===== src/flba_pkg.sv =====
// Shared constants, types and codes for the free-list block allocator.
`timescale 1ns / 1ps

package flba_pkg;

   // Heap geometry.
   localparam int unsigned HEAP_GRANULES   = 1024;
   localparam int unsigned GRANULE_BYTES   = 16;
   localparam int unsigned HEADER_BYTES    = 16;
   localparam int unsigned MIN_BLOCK_BYTES = 32;
   localparam int unsigned MIN_GRANULES    =
      (MIN_BLOCK_BYTES + GRANULE_BYTES - 1) / GRANULE_BYTES;

   // Derived widths.
   localparam int unsigned GRAN_W     = $clog2(HEAP_GRANULES);
   localparam int unsigned SIZE_W     = GRAN_W + 1;
   localparam int unsigned GRAN_SHIFT = $clog2(GRANULE_BYTES);
   localparam int unsigned BYTES_W    = 15;
   localparam int unsigned OFFSET_W   = 14;

   typedef logic [GRAN_W-1:0]   gran_type;
   typedef logic [SIZE_W-1:0]   size_type;
   typedef logic [BYTES_W-1:0]  bytes_type;
   typedef logic [OFFSET_W-1:0] offset_type;

   // Fit policy codes; the unused code behaves as next fit.
   localparam logic [1:0] POLICY_FIRST = 2'd0;
   localparam logic [1:0] POLICY_BEST  = 2'd1;
   localparam logic [1:0] POLICY_NEXT  = 2'd2;

   // Operation codes.
   localparam logic OP_ALLOC = 1'b0;
   localparam logic OP_FREE  = 1'b1;

   typedef enum logic [1:0] {
      ERR_NONE,
      ERR_NO_FIT,
      ERR_BAD_FREE
   } err_type;

   // One heap entry: boundary tag plus free list links.
   typedef struct packed {
      size_type size;
      logic     used;
      logic     pvalid;
      gran_type prev;
      gran_type fnext;
      gran_type fprev;
   } mem_word_type;

   // Per-field write enables; prev covers pvalid and prev.
   typedef struct packed {
      logic size;
      logic used;
      logic prev;
      logic fnext;
      logic fprev;
   } mem_mask_type;

   typedef struct packed {
      gran_type     addr;
      mem_mask_type wmask;
      mem_word_type wdata;
   } mem_req_type;

   typedef struct packed {
      logic       op;
      bytes_type  request_size;
      offset_type free_offset;
   } req_item_type;

   typedef struct packed {
      bytes_type  peak;
      bytes_type  used;
      err_type    err;
      offset_type payload;
      logic       ok;
   } result_type;

   typedef enum logic [4:0] {
      S_INIT,
      S_IDLE,
      S_A_SRCH,
      S_A_RDH,
      S_A_CAP,
      S_UNL,
      S_UNL2,
      S_A_SPLIT,
      S_A_AFTER,
      S_A_HEAD,
      S_INS,
      S_INS2,
      S_INS3,
      S_INS4,
      S_FIN,
      S_F_WALK,
      S_F_FREE,
      S_F_RDNB,
      S_F_NB,
      S_F_MW,
      S_F_MP,
      S_F_PRV,
      S_F_PB,
      S_DONE
   } state_type;

   // Granule count to bytes.
   function automatic bytes_type bytes_of(size_type s);
      return bytes_type'(32'(s) << GRAN_SHIFT);
   endfunction

endpackage


===== src/flba_ctrl.sv =====
// Sequencer that walks and updates the heap memory for allocate and free items.
`timescale 1ns / 1ps

module flba_ctrl (
   input  logic                   clock,
   input  logic                   reset,
   input  logic [1:0]             fit_policy,
   input  logic                   req_valid,
   output logic                   req_ready,
   input  flba_pkg::req_item_type req_item,
   output flba_pkg::mem_req_type  mem_req,
   input  flba_pkg::mem_word_type mem_rdata,
   output logic                   res_valid,
   input  logic                   res_ready,
   output flba_pkg::result_type   result
);

   localparam flba_pkg::size_type HEAP_SZ = flba_pkg::size_type'(flba_pkg::HEAP_GRANULES);
   localparam flba_pkg::size_type MIN_SZ  = flba_pkg::size_type'(flba_pkg::MIN_GRANULES);
   localparam flba_pkg::size_type OVER_SZ =
      flba_pkg::size_type'(flba_pkg::HEAP_GRANULES + 1);

   flba_pkg::state_type  state_ff, state_in, ret_ff, ret_in;
   logic                 op_ff, op_in;
   flba_pkg::size_type   need_ff, need_in;
   flba_pkg::gran_type   start_ff, start_in, n_ff, n_in;
   logic                 have_ff, have_in;
   flba_pkg::gran_type   best_ff, best_in;
   flba_pkg::size_type   best_sz_ff, best_sz_in;
   flba_pkg::gran_type   g_ff, g_in, s_ff, s_in;
   flba_pkg::size_type   gsize_ff, gsize_in, c_ff, c_in;
   logic                 g_pvalid_ff, g_pvalid_in;
   flba_pkg::gran_type   g_prev_ff, g_prev_in;
   flba_pkg::gran_type   u_node_ff, u_node_in, u_next_ff, u_next_in, u_prev_ff, u_prev_in;
   flba_pkg::gran_type   after_ff, after_in;
   logic                 merge_prev_ff, merge_prev_in;
   flba_pkg::gran_type   head_ff, head_in, cur_ff, cur_in;
   logic                 hv_ff, hv_in, cv_ff, cv_in;
   flba_pkg::bytes_type  used_ff, used_in, peak_ff, peak_in;
   flba_pkg::result_type res_ff, res_in;

   // Shared conditions.
   logic                req_fire, is_best, is_first, fit_hit, best_take, srch_wrap;
   logic                walk_at, walk_end, split, after_ok, unl_single;
   flba_pkg::size_type  walk_next, remain, after_g;
   flba_pkg::gran_type  ins_node, srch_start;
   flba_pkg::bytes_type size_eff, alloc_sum, off_rel;
   logic [16:0]         need_sum, need_full;
   flba_pkg::size_type  need_raw, need_eff;
   logic                fmt_ok;

   always_comb begin
      req_fire   = req_valid && req_ready;
      is_best    = fit_policy == flba_pkg::POLICY_BEST;
      is_first   = fit_policy == flba_pkg::POLICY_FIRST;
      fit_hit    = mem_rdata.size >= need_ff;
      best_take  = fit_hit && (!have_ff || mem_rdata.size < best_sz_ff);
      srch_wrap  = mem_rdata.fnext == start_ff;
      walk_at    = c_ff == {1'b0, g_ff};
      walk_next  = c_ff + mem_rdata.size;
      walk_end   = walk_next >= HEAP_SZ;
      remain     = gsize_ff - need_ff;
      split      = remain >= MIN_SZ;
      after_g    = {1'b0, g_ff} + gsize_ff;
      after_ok   = after_g < HEAP_SZ;
      unl_single = u_next_ff == u_node_ff;
      ins_node   = (op_ff == flba_pkg::OP_ALLOC) ? s_ff : g_ff;
      alloc_sum  = used_ff + flba_pkg::bytes_of(split ? need_ff : gsize_ff);
      srch_start = (is_best || is_first || !cv_ff) ? head_ff : cur_ff;
      // Request size to granules, header included, with the minimum floor.
      size_eff   = (req_item.request_size == '0) ? flba_pkg::bytes_type'(1)
                                                 : req_item.request_size;
      need_sum   = 17'(flba_pkg::HEADER_BYTES) + 17'(size_eff)
                 + 17'(flba_pkg::GRANULE_BYTES - 1);
      need_full  = need_sum >> flba_pkg::GRAN_SHIFT;
      // A request needing more granules than the heap has is clamped to one granule more than the heap holds.
      need_raw   = (need_full > 17'(flba_pkg::HEAP_GRANULES)) ? OVER_SZ
                                                              : flba_pkg::size_type'(need_full);
      need_eff   = (need_raw < MIN_SZ) ? MIN_SZ : need_raw;
      // Free offset must sit on a granule payload inside the heap.
      off_rel    = 15'(req_item.free_offset) - 15'(flba_pkg::HEADER_BYTES);
      fmt_ok     = (req_item.free_offset >= 14'(flba_pkg::HEADER_BYTES))
                && ((off_rel & 15'(flba_pkg::GRANULE_BYTES - 1)) == '0)
                && ((off_rel >> flba_pkg::GRAN_SHIFT) < 15'(flba_pkg::HEAP_GRANULES));
   end

   // Next state.
   always_comb begin
      state_in = state_ff;
      case (state_ff)
         flba_pkg::S_INIT: state_in = flba_pkg::S_IDLE;
         flba_pkg::S_IDLE: begin
            if (req_fire) begin
               if (req_item.op == flba_pkg::OP_FREE) begin
                  state_in = fmt_ok ? flba_pkg::S_F_WALK : flba_pkg::S_DONE;
               end else begin
                  state_in = hv_ff ? flba_pkg::S_A_SRCH : flba_pkg::S_DONE;
               end
            end
         end
         flba_pkg::S_A_SRCH: begin
            if (fit_hit && !is_best) begin
               state_in = flba_pkg::S_UNL;
            end else if (srch_wrap) begin
               state_in = (is_best && (have_ff || best_take)) ? flba_pkg::S_A_RDH
                                                              : flba_pkg::S_DONE;
            end
         end
         flba_pkg::S_A_RDH:   state_in = flba_pkg::S_A_CAP;
         flba_pkg::S_A_CAP:   state_in = flba_pkg::S_UNL;
         flba_pkg::S_UNL:     state_in = unl_single ? ret_ff : flba_pkg::S_UNL2;
         flba_pkg::S_UNL2:    state_in = ret_ff;
         flba_pkg::S_A_SPLIT: state_in = split ? flba_pkg::S_A_AFTER : flba_pkg::S_FIN;
         flba_pkg::S_A_AFTER: state_in = flba_pkg::S_A_HEAD;
         flba_pkg::S_A_HEAD:  state_in = flba_pkg::S_INS;
         flba_pkg::S_INS:     state_in = hv_ff ? flba_pkg::S_INS2 : flba_pkg::S_FIN;
         flba_pkg::S_INS2:    state_in = flba_pkg::S_INS3;
         flba_pkg::S_INS3:    state_in = flba_pkg::S_INS4;
         flba_pkg::S_INS4:    state_in = flba_pkg::S_FIN;
         flba_pkg::S_FIN:     state_in = flba_pkg::S_DONE;
         flba_pkg::S_F_WALK: begin
            if (walk_at) begin
               state_in = mem_rdata.used ? flba_pkg::S_F_FREE : flba_pkg::S_DONE;
            end else if (mem_rdata.size == '0 || walk_end) begin
               state_in = flba_pkg::S_DONE;
            end
         end
         flba_pkg::S_F_FREE: state_in = after_ok ? flba_pkg::S_F_RDNB : flba_pkg::S_F_PRV;
         flba_pkg::S_F_RDNB: state_in = flba_pkg::S_F_NB;
         flba_pkg::S_F_NB:   state_in = mem_rdata.used ? flba_pkg::S_F_PRV : flba_pkg::S_UNL;
         flba_pkg::S_F_MW:   state_in = flba_pkg::S_F_MP;
         flba_pkg::S_F_MP:   state_in = merge_prev_ff ? flba_pkg::S_INS : flba_pkg::S_F_PRV;
         flba_pkg::S_F_PRV:  state_in = g_pvalid_ff ? flba_pkg::S_F_PB : flba_pkg::S_INS;
         flba_pkg::S_F_PB:   state_in = mem_rdata.used ? flba_pkg::S_INS : flba_pkg::S_UNL;
         flba_pkg::S_DONE:   state_in = res_ready ? flba_pkg::S_IDLE : flba_pkg::S_DONE;
         default:            state_in = flba_pkg::S_IDLE;
      endcase
   end

   // Memory accesses and datapath register updates.
   always_comb begin
      ret_in = ret_ff; op_in = op_ff; need_in = need_ff; start_in = start_ff;
      n_in = n_ff; have_in = have_ff; best_in = best_ff; best_sz_in = best_sz_ff;
      g_in = g_ff; s_in = s_ff; gsize_in = gsize_ff; c_in = c_ff;
      g_pvalid_in = g_pvalid_ff; g_prev_in = g_prev_ff;
      u_node_in = u_node_ff; u_next_in = u_next_ff; u_prev_in = u_prev_ff;
      after_in = after_ff; merge_prev_in = merge_prev_ff;
      head_in = head_ff; hv_in = hv_ff; cur_in = cur_ff; cv_in = cv_ff;
      used_in = used_ff; peak_in = peak_ff; res_in = res_ff;
      mem_req = '0;
      case (state_ff)
         // Granule zero holds the whole heap as one free block.
         flba_pkg::S_INIT: begin
            mem_req.wmask      = '1;
            mem_req.wdata.size = HEAP_SZ;
         end
         flba_pkg::S_IDLE: begin
            if (req_fire) begin
               op_in      = req_item.op;
               need_in    = need_eff;
               start_in   = srch_start;
               n_in       = srch_start;
               have_in    = 1'b0;
               g_in       = flba_pkg::gran_type'(off_rel >> flba_pkg::GRAN_SHIFT);
               c_in       = '0;
               res_in     = '0;
               res_in.used = used_ff;
               res_in.peak = peak_ff;
               if (req_item.op == flba_pkg::OP_FREE) begin
                  res_in.err = flba_pkg::ERR_BAD_FREE;
               end else begin
                  res_in.err   = flba_pkg::ERR_NO_FIT;
                  mem_req.addr = srch_start;
               end
            end
         end
         // One free list entry per cycle; the next read is issued at once.
         flba_pkg::S_A_SRCH: begin
            if (best_take) begin
               have_in    = 1'b1;
               best_in    = n_ff;
               best_sz_in = mem_rdata.size;
            end
            if (fit_hit && !is_best) begin
               g_in      = n_ff;
               gsize_in  = mem_rdata.size;
               u_node_in = n_ff;
               u_next_in = mem_rdata.fnext;
               u_prev_in = mem_rdata.fprev;
               ret_in    = flba_pkg::S_A_SPLIT;
               if (!is_first) begin
                  cur_in = mem_rdata.fnext;
                  cv_in  = 1'b1;
               end
            end else begin
               n_in         = mem_rdata.fnext;
               mem_req.addr = mem_rdata.fnext;
            end
         end
         flba_pkg::S_A_RDH: mem_req.addr = best_ff;
         flba_pkg::S_A_CAP: begin
            g_in      = best_ff;
            gsize_in  = mem_rdata.size;
            u_node_in = best_ff;
            u_next_in = mem_rdata.fnext;
            u_prev_in = mem_rdata.fprev;
            ret_in    = flba_pkg::S_A_SPLIT;
         end
         // Unlink: bypass the node from both neighbors, or empty the list when it is the only node.
         flba_pkg::S_UNL: begin
            if (unl_single) begin
               hv_in = 1'b0;
               cv_in = 1'b0;
            end else begin
               mem_req.addr        = u_prev_ff;
               mem_req.wmask.fnext = 1'b1;
               mem_req.wdata.fnext = u_next_ff;
            end
         end
         flba_pkg::S_UNL2: begin
            mem_req.addr        = u_next_ff;
            mem_req.wmask.fprev = 1'b1;
            mem_req.wdata.fprev = u_prev_ff;
            if (head_ff == u_node_ff) begin
               head_in = u_next_ff;
            end
            if (cv_ff && cur_ff == u_node_ff) begin
               cur_in = u_next_ff;
            end
         end
         // Either carve off the tail as a new free block or take it all.
         flba_pkg::S_A_SPLIT: begin
            if (split) begin
               s_in                 = g_ff + need_ff[flba_pkg::GRAN_W-1:0];
               mem_req.addr         = g_ff + need_ff[flba_pkg::GRAN_W-1:0];
               mem_req.wmask.size   = 1'b1;
               mem_req.wmask.used   = 1'b1;
               mem_req.wmask.prev   = 1'b1;
               mem_req.wdata.size   = remain;
               mem_req.wdata.pvalid = 1'b1;
               mem_req.wdata.prev   = g_ff;
            end else begin
               mem_req.addr       = g_ff;
               mem_req.wmask.used = 1'b1;
               mem_req.wdata.used = 1'b1;
               used_in            = alloc_sum;
               peak_in            = (alloc_sum > peak_ff) ? alloc_sum : peak_ff;
            end
         end
         flba_pkg::S_A_AFTER: begin
            if (after_ok) begin
               mem_req.addr         = after_g[flba_pkg::GRAN_W-1:0];
               mem_req.wmask.prev   = 1'b1;
               mem_req.wdata.pvalid = 1'b1;
               mem_req.wdata.prev   = s_ff;
            end
         end
         flba_pkg::S_A_HEAD: begin
            mem_req.addr       = g_ff;
            mem_req.wmask.size = 1'b1;
            mem_req.wmask.used = 1'b1;
            mem_req.wdata.size = need_ff;
            mem_req.wdata.used = 1'b1;
            used_in            = alloc_sum;
            peak_in            = (alloc_sum > peak_ff) ? alloc_sum : peak_ff;
         end
         // Insert after the head, or start a new list.
         flba_pkg::S_INS: begin
            if (!cv_ff) begin
               cur_in = ins_node;
               cv_in  = 1'b1;
            end
            if (!hv_ff) begin
               head_in             = ins_node;
               hv_in               = 1'b1;
               mem_req.addr        = ins_node;
               mem_req.wmask.fnext = 1'b1;
               mem_req.wmask.fprev = 1'b1;
               mem_req.wdata.fnext = ins_node;
               mem_req.wdata.fprev = ins_node;
            end else begin
               mem_req.addr = head_ff;
            end
         end
         flba_pkg::S_INS2: begin
            after_in            = mem_rdata.fnext;
            mem_req.addr        = ins_node;
            mem_req.wmask.fnext = 1'b1;
            mem_req.wmask.fprev = 1'b1;
            mem_req.wdata.fnext = mem_rdata.fnext;
            mem_req.wdata.fprev = head_ff;
         end
         flba_pkg::S_INS3: begin
            mem_req.addr        = after_ff;
            mem_req.wmask.fprev = 1'b1;
            mem_req.wdata.fprev = ins_node;
         end
         flba_pkg::S_INS4: begin
            mem_req.addr        = head_ff;
            mem_req.wmask.fnext = 1'b1;
            mem_req.wdata.fnext = ins_node;
         end
         flba_pkg::S_FIN: begin
            res_in.ok   = 1'b1;
            res_in.err  = flba_pkg::ERR_NONE;
            res_in.used = used_ff;
            res_in.peak = peak_ff;
            res_in.payload = (op_ff == flba_pkg::OP_ALLOC)
               ? flba_pkg::offset_type'((32'(g_ff) << flba_pkg::GRAN_SHIFT)
                                        + flba_pkg::HEADER_BYTES)
               : '0;
         end
         // Physical chain walk from granule zero to validate the offset.
         flba_pkg::S_F_WALK: begin
            if (walk_at) begin
               gsize_in    = mem_rdata.size;
               g_pvalid_in = mem_rdata.pvalid;
               g_prev_in   = mem_rdata.prev;
            end else begin
               c_in         = walk_next;
               mem_req.addr = walk_next[flba_pkg::GRAN_W-1:0];
            end
         end
         flba_pkg::S_F_FREE: begin
            mem_req.addr       = g_ff;
            mem_req.wmask.used = 1'b1;
            mem_req.wdata.used = 1'b0;
            used_in            = used_ff - flba_pkg::bytes_of(gsize_ff);
         end
         flba_pkg::S_F_RDNB: mem_req.addr = after_g[flba_pkg::GRAN_W-1:0];
         flba_pkg::S_F_NB: begin
            if (!mem_rdata.used) begin
               u_node_in     = after_g[flba_pkg::GRAN_W-1:0];
               u_next_in     = mem_rdata.fnext;
               u_prev_in     = mem_rdata.fprev;
               gsize_in      = gsize_ff + mem_rdata.size;
               merge_prev_in = 1'b0;
               ret_in        = flba_pkg::S_F_MW;
            end
         end
         flba_pkg::S_F_MW: begin
            mem_req.addr       = g_ff;
            mem_req.wmask.size = 1'b1;
            mem_req.wdata.size = gsize_ff;
         end
         flba_pkg::S_F_MP: begin
            if (after_ok) begin
               mem_req.addr         = after_g[flba_pkg::GRAN_W-1:0];
               mem_req.wmask.prev   = 1'b1;
               mem_req.wdata.pvalid = 1'b1;
               mem_req.wdata.prev   = g_ff;
            end
         end
         flba_pkg::S_F_PRV: mem_req.addr = g_prev_ff;
         flba_pkg::S_F_PB: begin
            if (!mem_rdata.used) begin
               u_node_in     = g_prev_ff;
               u_next_in     = mem_rdata.fnext;
               u_prev_in     = mem_rdata.fprev;
               gsize_in      = gsize_ff + mem_rdata.size;
               g_in          = g_prev_ff;
               merge_prev_in = 1'b1;
               ret_in        = flba_pkg::S_F_MW;
            end
         end
         flba_pkg::S_DONE: begin
         end
         default: begin
         end
      endcase
   end

   // Registers.
   always_ff @(posedge clock) begin
      if (reset) begin
         state_ff <= flba_pkg::S_INIT;
         head_ff  <= '0;
         hv_ff    <= 1'b1;
         cur_ff   <= '0;
         cv_ff    <= 1'b1;
         used_ff  <= '0;
         peak_ff  <= '0;
         ret_ff   <= flba_pkg::S_IDLE;
      end else begin
         state_ff <= state_in;
         head_ff  <= head_in;
         hv_ff    <= hv_in;
         cur_ff   <= cur_in;
         cv_ff    <= cv_in;
         used_ff  <= used_in;
         peak_ff  <= peak_in;
         ret_ff   <= ret_in;
      end
   end

   always_ff @(posedge clock) begin
      op_ff <= op_in; need_ff <= need_in; start_ff <= start_in; n_ff <= n_in;
      have_ff <= have_in; best_ff <= best_in; best_sz_ff <= best_sz_in;
      g_ff <= g_in; s_ff <= s_in; gsize_ff <= gsize_in; c_ff <= c_in;
      g_pvalid_ff <= g_pvalid_in; g_prev_ff <= g_prev_in;
      u_node_ff <= u_node_in; u_next_ff <= u_next_in; u_prev_ff <= u_prev_in;
      after_ff <= after_in; merge_prev_ff <= merge_prev_in; res_ff <= res_in;
   end

   assign req_ready = state_ff == flba_pkg::S_IDLE;
   assign res_valid = state_ff == flba_pkg::S_DONE;
   assign result    = res_ff;

endmodule


===== config.mk =====
export PLATFORM = sky130hd
export DESIGN_NAME = flba_ctrl
export DESIGN_NICKNAME = d
export VERILOG_FILES = /design/src/flba_pkg.sv /design/src/flba_ctrl.sv
export SDC_FILE = /design/constraint.sdc
export NUM_CORES = 1
export LEC_CHECK = 0
export ABC_AREA = 1
export BUFFER_PORTS_ARGS = -buffer_cell sky130_fd_sc_hd__buf_4
export CELL_PAD_IN_SITES_DETAIL_PLACEMENT = 2
export CELL_PAD_IN_SITES_GLOBAL_PLACEMENT = 2
export CORE_UTILIZATION = 38
export CTS_CLUSTER_SIZE = 14
export DETAILED_ROUTE_END_ITERATION = 10
export PLACE_DENSITY = 0.95
export REMOVE_ABC_BUFFERS = 1
export SYNTH_ARGS = -nofsm -noshare
export SYNTH_HDL_FRONTEND = slang
export SYNTH_SLANG_ARGS = --single-unit

===== constraint.sdc =====
create_clock -name clock -period 7.8 [get_ports clock]
set_input_delay 1.17 -clock clock [delete_from_list [all_inputs] [get_ports clock]]
set_output_delay 1.17 -clock clock [all_outputs]
set_load 0.02 [all_outputs]

* Word level (Yosys, flattened, before mapping)
Index checks and enable logic that the tools add are counted.
** Word-level totals
- Bits in registers :: 257
- Bits of input ports :: 79
- Output and inout port bits :: 107
- Logic and storage cells :: 266
** Operators by class
- Add/subtract/negate cells :: 11
- Equal/unequal tests :: 46
- Order comparisons :: 10
- Reductions and logical operators :: 61
- Mux-type cells :: 107
** Operators with widths (number)
- 2-to-1 mux 10 bit :: 26
- one-hot mux 10 bit (4 select lines) :: 4
- one-hot mux 10 bit (15 select lines) :: 1
- 2-to-1 mux 11 bit :: 11
- one-hot mux 5 bit (23 select lines) :: 1
- one-hot mux 47 bit (2 select lines) :: 1
- one-hot mux 10 bit (3 select lines) :: 3
- one-hot mux 11 bit (4 select lines) :: 2
- 2-to-1 mux 5 bit :: 16
- 2-to-1 mux 15 bit :: 4
- 2-to-1 mux 47 bit :: 1
- one-hot mux 15 bit (3 select lines) :: 1
- equality test 10 bit :: 4
- equality test 5 x 4 -> 1 bit, second input constant :: 8
- equality test 5 bit, second input constant :: 8
- one-hot mux 10 bit (2 select lines) :: 2
- one-hot mux 11 bit (3 select lines) :: 1
- zero test 15 bit :: 2
- one-hot mux 15 bit (2 select lines) :: 1
- inequality test 2 bit, second input constant :: 14
- adder 11 bit :: 2
- < comparator 11 bit, second input constant :: 2
- one-hot mux 11 bit (2 select lines) :: 1
- equality test 5 x 3 -> 1 bit, second input constant :: 4
- other kinds (48) :: 115

* Longest topological paths before layout
- Depth in word-level cells :: 9
- Mapped depth :: 37
- Mapped depth without buffers :: 36

* Worst setup path after synthesis
Ideal clock, no wire load.
- Kind :: register to register
- Start point :: reg need_ff[0]
- End point :: reg peak_ff[10]
- Required time :: 7.714 ns
- Stages on the path, launching flop included :: 34
- Setup slack :: 3.110 ns
- Arrival :: 4.605 ns
- Cells stage by stage :: edfxtp_1 ha_1 fa_1 inv_1 nand2_2 nand2_2 nand2_1 nand2_1 and2_1 nand2_1 nor2_4 nand4_4 clkbuf_1 o21ai_0 ha_1 inv_1 fa_1 inv_1 nand3_1 nand4_1 xor2_1 nand2_1 nand2_1 inv_1 ha_1 nand2_1 nor2_1 nand4_1 o21ai_0 inv_1 nand3_4 buf_6 nor2_1 a211oi_1
** On the way
- Longest elaborated chain between the ends :: 8
- Elaborated cells on any way between the ends :: 10
** RTL lines
- start, declared :: RTL line flba_ctrl.sv:25 : flba_pkg::size_type need_ff, need_in;
- start signal, assigned :: RTL line flba_ctrl.sv:397 : op_ff <= op_in; need_ff <= need_in; start_ff <= start_in; n_ff <= n_in;
- subtractor 11 bit :: RTL line flba_ctrl.sv:62 : remain = gsize_ff - need_ff;
- greater-or-equal comparator 11 x 2 -> 1 bit :: RTL line flba_ctrl.sv:63 : split = remain >= MIN_SZ;
- 2-to-1 mux 11 bit * :: RTL line flba_ctrl.sv:68 : alloc_sum = used_ff + flba_pkg::bytes_of(split ? need_ff : gsize_ff);
- adder 15 bit * :: RTL line flba_ctrl.sv:68
- named net alloc_sum[14] :: RTL line flba_ctrl.sv:47 : flba_pkg::bytes_type size_eff, alloc_sum, off_rel;
- > comparator 15 bit * :: RTL line flba_ctrl.sv:247, flba_ctrl.sv:265
- 2-to-1 mux 15 bit * :: RTL line flba_ctrl.sv:247, flba_ctrl.sv:265
- 2-to-1 mux 15 bit :: RTL line flba_ctrl.sv:233 : if (split) begin
- one-hot mux 15 bit (2 select lines) * :: RTL line flba_ctrl.sv:151 : case (state_ff)
- end signal, assigned :: RTL line flba_ctrl.sv:391 : peak_ff <= peak_in;
- end, declared :: RTL line flba_ctrl.sv:39 : flba_pkg::bytes_type used_ff, used_in, peak_ff, peak_in;
The timed path passes the listed nets; every way through them passes the cells marked *. The select of a mux whose other input is x is not followed.
A chain may end at the register's enable or synchronous reset.

* Worst setup path in the final report
- Start point :: reg gsize_ff[1]
- End point :: reg peak_ff[4]
** On the way
- Longest elaborated chain between the ends :: 8
- Elaborated cells on any way between the ends :: 10
** RTL lines
- start, declared :: RTL line flba_ctrl.sv:31 : flba_pkg::size_type gsize_ff, gsize_in, c_ff, c_in;
- start signal, assigned :: RTL line flba_ctrl.sv:399 : g_ff <= g_in; s_ff <= s_in; gsize_ff <= gsize_in; c_ff <= c_in;
- subtractor 11 bit :: RTL line flba_ctrl.sv:62
- greater-or-equal comparator 11 x 2 -> 1 bit :: RTL line flba_ctrl.sv:63
- 2-to-1 mux 11 bit * :: RTL line flba_ctrl.sv:68
- adder 15 bit * :: RTL line flba_ctrl.sv:68
- named net alloc_sum[12] :: RTL line flba_ctrl.sv:47
- > comparator 15 bit * :: RTL line flba_ctrl.sv:247, flba_ctrl.sv:265
- 2-to-1 mux 15 bit * :: RTL line flba_ctrl.sv:247, flba_ctrl.sv:265
- 2-to-1 mux 15 bit :: RTL line flba_ctrl.sv:233
- one-hot mux 15 bit (2 select lines) * :: RTL line flba_ctrl.sv:151
Marks and branches as above.

==> flow_summary.yaml <==
synth:
  yosysWarningCount: 0
  synth_area_um2: 16900
  syn_inst: 2186
  yosysTopAreaCell: "edfxtp_1"
  synth_cell_types: 67
  synth_top_area_share_pct: 32.4
  synth_edf_count: 183
  synth_area_leaders: "edfxtp_1 (32%), nand2_1 (11%), ha_1 (7.8%)"
  ys_ff_latch: 235
  synthArstFlopShare_pct: 0
  synth_ff_type: "edfxtp_1"
  syn_avg_cell_area_um2: 7.75
  seq_area_frac_synth_pct: 38.6
critical_path:
  worstSetupEndpointType: "flip-flop"
  required_ns: 8.27
  max_stage_delay_ns: 0.55
  setup.worst_path.class: "reg2reg"
  cp_top_family: "simple AND/OR/NAND/NOR gates"
  cp_num_buf_inv: 5
  critPathLaunchType: "flip-flop"
  crit_fanout: 21
  slowest_stage: "edfxtp_1"
  arrival_ns: 6.59
placed_design:
  numPortBuffers: 173
  dp_slack_ns: 1.97
  place_area_um2: 18900
  dp_cells: 2923
  place_congestion: 0.976
  hpwl_um: 68400
floorplan:
  die_h_um: 213
  io_pins: 186
  fp-row-count: 77
  dieArea_um2: 45400
  fp.dieW_um: 213
  coreArea_um2: 44100
  start_util_pct: 38.4
global_route:
  grt_pass1_vias: 20206
  grt_antenna_before_repair: 3
  overflow: 0
  grtUsageTotal_pct: 40.0
  grt_start_max_net_pins: 36
  grt_first_pass_wirelength_um: 133000
sta:
  rsz0062_at_grt: "false"
  finClkSkew_ns: 0.0346
  fmax_mhz: 163
  fin_ws_ns: 1.68
  relSlewSlack_pct: 7.07
  whs_ns: 0.426
  tns_ns: 0
  period_share_pct: 78.5
  tightest_slew_ns: 1.39
  fin_crit_ns: 6.12
  hold_violations: 0
  final-max-slew-violation-count: 0
  setup_viol: 0
power:
  p_leak_nw: 9.04
  ir_drop_v: 0.000200
  p_total_mw: 7.42
  power_density_nw_per_um2: 375
final_layout:
  n_antenna_cell: 0
  design_area_um2: 19800
  instances_no_fill: 2977
  drive_gt1_share_pct: 12.7
  nNetsFinal: 2553
  multi_input_area_um2: 8920
  final_util_pct: 44.8
  area_delta_synth_final_pct: 16.7
  seqCellArea_um2: 6540
  fillers: 5056
clock_tree:
  cts-root-buf: "clkbuf_16"
  cts.sinks: 235
  clkTransAtPathRegs_ns: 0.07
  cts_made_buffers: 29
  htreeDepth: 1
  clock_latency_ns: 0.61
  postCtsResizedCells: 0
  ctsHoldBuffers: 0
  cts_buffer_depth: 3
  cts_tree: "done"
  postCtsSetupBuffers: 0
detailed_routing:
  routedWlPerCell_um: 30.7
  drc: 0
  vias: 18648
  routed_wl_um: 91500
  ant_nets: 0
  via_per_inst: 6.26
  initialDrtViolationCount: 1740
  first_pass_iters: 5
job:
  maxCapViolCount: 0
outcome:
  outcome: "completed"
hold_path:
  hp-class: "reg2reg"
-- path summary, 6_finish.rpt --
| check | from | end | slack [ns] | cells after the start |
|---|---|---|---|---|
| worst max-delay path | gsize_ff[1]$_DFFE_PP_ | peak_ff[4]$_SDFFE_PP0P_ | 1.68 | 29 |
| worst min-delay path | peak_ff[10]$_SDFFE_PP0P_ | result[42]$_DFFE_PP_ | 0.43 | 0 |
| worst max register to register | gsize_ff[1]$_DFFE_PP_ | peak_ff[4]$_SDFFE_PP0P_ | 1.68 | 29 |
| worst min register to register | peak_ff[10]$_SDFFE_PP0P_ | result[42]$_DFFE_PP_ | 0.43 | 0 |
-- layer usage --
layer  wire length [um]  up-vias  GRT usage [%]
met5                 26        -              0
met4               6400        4           24.1
met3               7630      402           8.52
met2              43600     1124           68.0
met1              33900     9355           46.0
li1                   -     7763              -
-- Yosys cell counts (all sizes together), types with 24 or more instances --
| master | n |
|---|---|
| inv | 336 |
| nand2 | 490 |
| xnor2 | 29 |
| o221ai | 24 |
| buf | 31 |
| clkbuf | 24 |
| nor3 | 32 |
| a21oi | 161 |
| ha | 105 |
| nand4 | 51 |
| xor2 | 52 |
| dfxtp | 52 |
| nor2 | 214 |
| o21ai | 150 |
| nand3 | 97 |
| edfxtp | 183 |
-- placed cells by master, fill, tap and decap left out, types with 30 or more instances in the layout --
master and n:
a21oi_1 156, buf_4 189, clkbuf_16 30, dfxtp_1 52, edfxtp_1 183, ha_1 105
inv_1 319, nand2_1 478, nand3_1 94, nand4_1 49, nor2_1 198, nor3_1 31
o21ai_0 145, xor2_1 52
-- kinds of logic (layout without fill, tap and decap cells) --
kind of cell | count (synthesis) | in the layout | synth area share, %
buf+inv | 391 | 579 | 9.23
fa+ha+maj | 112 | 112 | 8.58
simple gates | 918 | 918 | 23.6
xor+xnor | 81 | 81 | 4.19
compound gates | 448 | 448 | 15.8
other cells | 1 | 12 | 0.0221
flops | 235 | 235 | 38.6
-- power by group --
part	switching [mW]	internal [mW]	leakage, nW
clock	0.638	0.731	0.448
combinational	2.75	1.11	6.48
sequential	0.422	1.77	2.12
total	3.81	3.61	9.04
-- state kept, by name, indices dropped and copies added, names as in the netlist, 3 cells and up --
register	flops
after_ff	10
best_ff	10
best_sz_ff	11
c_ff	11
cur_ff	10
g_ff	10
g_prev_ff	10
gsize_ff	11
head_ff	10
n_ff	10
need_ff	11
peak_ff	11
result	35
ret_ff	3
s_ff	10
start_ff	10
state_ff	5
u_next_ff	10
u_node_ff	10
u_prev_ff	10
used_ff	11
-- area by class of cell --
cell class | instances | area share, %
Multi-Input combinational cell | 1571 | 45.1
Sequential cell | 235 | 33.0
Timing Repair Buffer | 189 | 7.17
Inverter | 336 | 6.38
Clock buffer | 39 | 4.07
Tap cell | 592 | 3.74
Clock inverter | 15 | 0.506
Note: power is estimated with default switching activity, not from simulation.
